==> config.mk <==
export PLATFORM = sky130hd
export DESIGN_NAME = tmtw_ctrl
export DESIGN_NICKNAME = d
export VERILOG_FILES = /design/src/sv/tmtw_pkg.sv /design/src/sv/tmtw_ctrl.sv
export SDC_FILE = /design/constraint.sdc
export NUM_CORES = 1
export LEC_CHECK = 0
export ABC_AREA = 1
export BUFFER_PORTS_ARGS = -buffer_cell sky130_fd_sc_hd__buf_2
export CORE_AREA = 2 2 39 41
export DETAILED_ROUTE_END_ITERATION = 12
export DIE_AREA = 0 0 41 43
export PLACE_DENSITY = 0.65
export SLEW_MARGIN = 20
export SYNTH_ARGS = -nofsm -noshare
export SYNTH_HDL_FRONTEND = slang
export SYNTH_SLANG_ARGS = --single-unit
==> constraint.sdc <==
create_clock -name i_clk -period 3.3 [get_ports i_clk]
set_clock_uncertainty 0.1 [all_clocks]
set_input_delay 0.165 -clock i_clk [delete_from_list [all_inputs] [get_ports i_clk]]
set_output_delay 0.165 -clock i_clk [all_outputs]
set_load 0.01 [all_outputs]
==> src/sv/tmtw_pkg.sv <==
package tmtw_pkg;

    localparam int ADDR_W = 11;

    localparam logic [7:0] CH_SPACE = 8'h20;
    localparam logic [7:0] CH_DEL   = 8'h7f;
    localparam logic [7:0] CH_LF    = 8'h0a;
    localparam logic [7:0] CH_CR    = 8'h0d;
    localparam logic [7:0] CH_TAB   = 8'h09;
    localparam logic [7:0] CH_BS    = 8'h08;

    localparam logic [7:0] RESET_ATTR = 8'h07;

    localparam logic CMD_PUT   = 1'b0;
    localparam logic CMD_CLEAR = 1'b1;

    typedef struct packed {
        logic              command;
        logic [7:0]        char_code;
        logic [ADDR_W-1:0] read_address;
    } t_in_word;

    typedef struct packed {
        logic [ADDR_W-1:0] cursor_offset;
        logic [7:0]        cell_char;
        logic [7:0]        cell_attr;
    } t_out_word;

    typedef struct packed {
        logic take;
        logic clear_start;
        logic scroll_start;
        logic scroll;
        logic blank;
        logic init;
        logic out_load;
    } t_dp_cmd;

    typedef struct packed {
        logic is_clear;
        logic need_scroll;
        logic scroll_done;
        logic blank_done;
    } t_dp_status;

endpackage

==> src/sv/tmtw_ctrl.sv <==
module tmtw_ctrl
    import tmtw_pkg::*;
(
    input  logic       i_clk,
    input  logic       i_rst_n,
    input  logic       i_in_valid,
    output logic       o_in_ready,
    output logic       o_out_valid,
    input  logic       i_out_ready,
    input  t_dp_status i_status,
    output t_dp_cmd    o_cmd
);

    typedef enum logic [6:0] {
        S_INIT   = 7'b0000001,
        S_IDLE   = 7'b0000010,
        S_SCROLL = 7'b0000100,
        S_BLANK  = 7'b0001000,
        S_CLEAR  = 7'b0010000,
        S_READ   = 7'b0100000,
        S_RESP   = 7'b1000000
    } t_state;

    t_state  r_state, n_state;
    logic    r_out_valid, n_out_valid;
    t_dp_cmd cmd;

    always_comb begin
        n_state = r_state;
        cmd     = '0;
        unique case (r_state)
            S_INIT: begin
                cmd.blank = 1'b1;
                cmd.init  = 1'b1;
                if (i_status.blank_done) begin
                    n_state = S_IDLE;
                end
            end
            S_IDLE: begin
                if (i_in_valid) begin
                    cmd.take = 1'b1;
                    if (i_status.is_clear) begin
                        cmd.clear_start = 1'b1;
                        n_state         = S_CLEAR;
                    end else if (i_status.need_scroll) begin
                        cmd.scroll_start = 1'b1;
                        n_state          = S_SCROLL;
                    end else begin
                        n_state = S_RESP;
                    end
                end
            end
            S_SCROLL: begin
                cmd.scroll = 1'b1;
                if (i_status.scroll_done) begin
                    n_state = S_BLANK;
                end
            end
            S_BLANK, S_CLEAR: begin
                cmd.blank = 1'b1;
                if (i_status.blank_done) begin
                    n_state = S_READ;
                end
            end
            S_READ: begin
                n_state = S_RESP;
            end
            S_RESP: begin
                if (!r_out_valid || i_out_ready) begin
                    cmd.out_load = 1'b1;
                    n_state      = S_IDLE;
                end
            end
            default: begin
                n_state = S_INIT;
            end
        endcase
    end

    always_comb begin
        n_out_valid = r_out_valid && !i_out_ready;
        if (cmd.out_load) begin
            n_out_valid = 1'b1;
        end
    end

    always_ff @(posedge i_clk) begin
        if (!i_rst_n) begin
            r_state     <= S_INIT;
            r_out_valid <= 1'b0;
        end else begin
            r_state     <= n_state;
            r_out_valid <= n_out_valid;
        end
    end

    assign o_cmd       = cmd;
    assign o_in_ready  = (r_state == S_IDLE);
    assign o_out_valid = r_out_valid;

endmodule

==> impl_metrics.toml <==
[yosys]
synth_nets = 93
yosys.area.top_type = "dfxtp_1"
synth_xor_area_frac = 0
synthTopCellsByArea = "dfxtp_1 (30%), nand2_1 (15%), inv_1 (9.8%)"
synthAdderAreaFrac = 0
ys_warn_count = 0
synth-simple-area-share = 0.486
synth_cell_types = 20
synth.yosys.seq_area_share = 0.299
syn_inst = 85
synth_compound_gate_area_share = 0.0748
synth_area_um2 = 536
ys_ff_latch = 8
synth.area.mux_share = 0
syn_area_per_cell_um2 = 6.30
synth_top_family_by_area = "simple AND/OR/NAND/NOR gates"
synth_top_cell_area_share = 0.299

[worst_setup_path]
ff2ff_setup_slack_ns = 1.92
crit_fanout = 5
crit_top_cell = "nand2_2"
r2r_cells = 10
arrival_ns = 1.43
worst_ep_required_time_ns = 3.03
path_class = "reg -> out"
crit_family = "simple AND/OR/NAND/NOR gates"
cp-end-kind = "output port"
worstReg2RegStart = "r_state[1]"
path_cells = "inv_2 -> nand2_2 -> nor2_4 -> nand2_2 -> nor2_1 -> nand2_1 -> inv_1 -> buf_2"
reg2reg_to = "r_state[6]"
setup.worst_path.start = "r_state[4]"
path_buf_inv = 3
crit_path_max_incr_delay_ns = 0.33
cp_slowest_cell = "dfxtp_1"
critPathLaunchType = "flip-flop"

[detailed_routing]
routed_wl_um = 1080
wl_per_cell_um = 9.02
dr.pass1.iters = 5
vias_per_cell = 4.62
route.vias.total = 554
drc = 0
drt_iter0_drc = 20
final_antenna_net_count = 0

[placed_design]
io_buffers = 16
dpl_cell_area_um2 = 636
gp_congestion = 0.835
dp_hpwl_um = 906

[timing]
holdWs_ns = 0.0323
worst_pin_slew_ns = 0.205
finalSetupTns_ns = 0
finalCritPeriodShare = 0.512
fmax_mhz = 591
rsz0062_at_grt = "false"
post-route-min-period_ns = 1.69
drv_slew = 0
final-hold-violation-count = 0
setup_violations = 0
max_slew_margin = 0.863

[floorplan]
fp.coreArea_um2 = 1380
die_area_um2 = 1760
io_pins = 17
start_util = 0.387
die_w_um = 41
die_y_um = 43
rows = 14

[cts]
cts-root-buf = "clkbuf_4"
cts_resized = 0
clk_pin_slew_ns = 0.06
htreeDepth = 1
max-clock-path-buffers = 2
cts.sinks = 8
ctsHoldBuffers = 0
clk_latency_ns = 0.26
post-cts-setup-buffers = 0
cts_tree = "built"
tritoncts.num_buffers = 3

[hold_path]
hold_start = "i_rst_n"
whs_endpoint = "r_state[0]"
holdPathStages = 2
min_path_type = "in -> reg"

[power]
powerDensity_nw_per_um2 = 698
p_leak_nw = 0.389
vdd_ir_drop_max_mv = 0.287
swShare = 0.445
pwr-share-clk = 0.166
combPwrFrac = 0.545
power_frac_seq = 0.289
power_switching_mw = 0.205
internal_power_mw = 0.255

[grt]
track_usage = 0.148
grt_pass1_wl_um = 1790
grt_max_degree = 8
grt-ovfl-total = 0
grt_pass1_vias = 471
antenna_found_initial = 0

[layout]
design_area_um2 = 658
post-route-util = 0.476
finalNetCount = 114
drive_gt1_frac = 0.337
antenna_cells = 0
syn_to_final_growth_pct = 22.9

[job]
drv_cap = 0

[outcome]
status = "finished, final reports clean"
metrics by stage:
stage | setup WS [ns] | power, mW | std cells
final | 1.61 | 0.459 | 120
after global routing | 1.41 | 0.503 | 120
after CTS | 1.60 | 0.461 | 120
after detailed placement | 1.87 | 0.386 | 117
after global placement | 1.87 | 0.384 | 117
after floorplan | 1.92 | 0.326 | 85
power groups by stage:
stage | registers, mW | clock network, mW | logic, mW
finish | 0.133 | 0.0762 | 0.250
global route | 0.135 | 0.0832 | 0.284
CTS | 0.133 | 0.0762 | 0.252
detailed placement | 0.135 | 0 | 0.251
global placement | 0.135 | 0 | 0.250
floorplan | 0.133 | 0 | 0.193
per-layer routing:
layer  wire length [µm]  track usage
met4                 39       0.0800
met2                481        0.219
met1                489        0.200
met3                 72       0.0157
met5                  0            0
cell families (layout without fill, tap and decap cells):
logic type | count (synthesis) | in the layout
flops | 8 | 8
compound gates | 6 | 6
buf+inv | 20 | 39
simple gates | 51 | 51
worst max path at each step:
| stage | end | slack, ns | cells after the start |
|---|---|---|---|
| after detailed placement | o_cmd[5] | 1.87 | 8 |
| after global placement | o_cmd[5] | 1.87 | 8 |
| after global routing | o_cmd[4] | 1.41 | 8 |
| final | o_cmd[5] | 1.61 | 8 |
| after floorplan | o_cmd[5] | 1.92 | 7 |
| after CTS | o_cmd[5] | 1.60 | 8 |
cell usage after synthesis:
cell,count
o221ai_1,1
nor2_4,1
nor3_1,2
inv_2,5
clkinv_1,1
o31ai_1,1
inv_1,14
o21ai_1,1
nor2_2,1
nand2_2,5
nor2_1,14
a21oi_2,1
nand3_1,1
nand3b_1,1
a21oi_1,2
dfxtp_1,8
nand3_4,2
nand2_1,22
nor3b_2,1
nand4_1,1
registers in the layout, indices dropped and copies added (netlist names):
signal       cells
r_state          7
o_out_valid      1
cells in the final DEF, fill, tap and decap left out, types with 2 or more instances in the layout:
cell	synthesis	layout
nand3_4	2	2
inv_1	14	14
dfxtp_1	8	8
buf_2	0	16
clkbuf_4	0	3
nand2_1	22	22
nor3_1	2	2
nor2_1	14	14
inv_2	5	5
a21oi_1	2	2
nand2_2	5	5
cell type report:
type	count	area [µm²]
well taps	16	20.0
fillers	145	726
repair buffers	16	80.1
clock buffers	3	22.5
flip-flops and latches	8	160
multi-input cells	57	300
inverters	20	75.1
No activity file was read; power rests on OpenSTA's default activity.
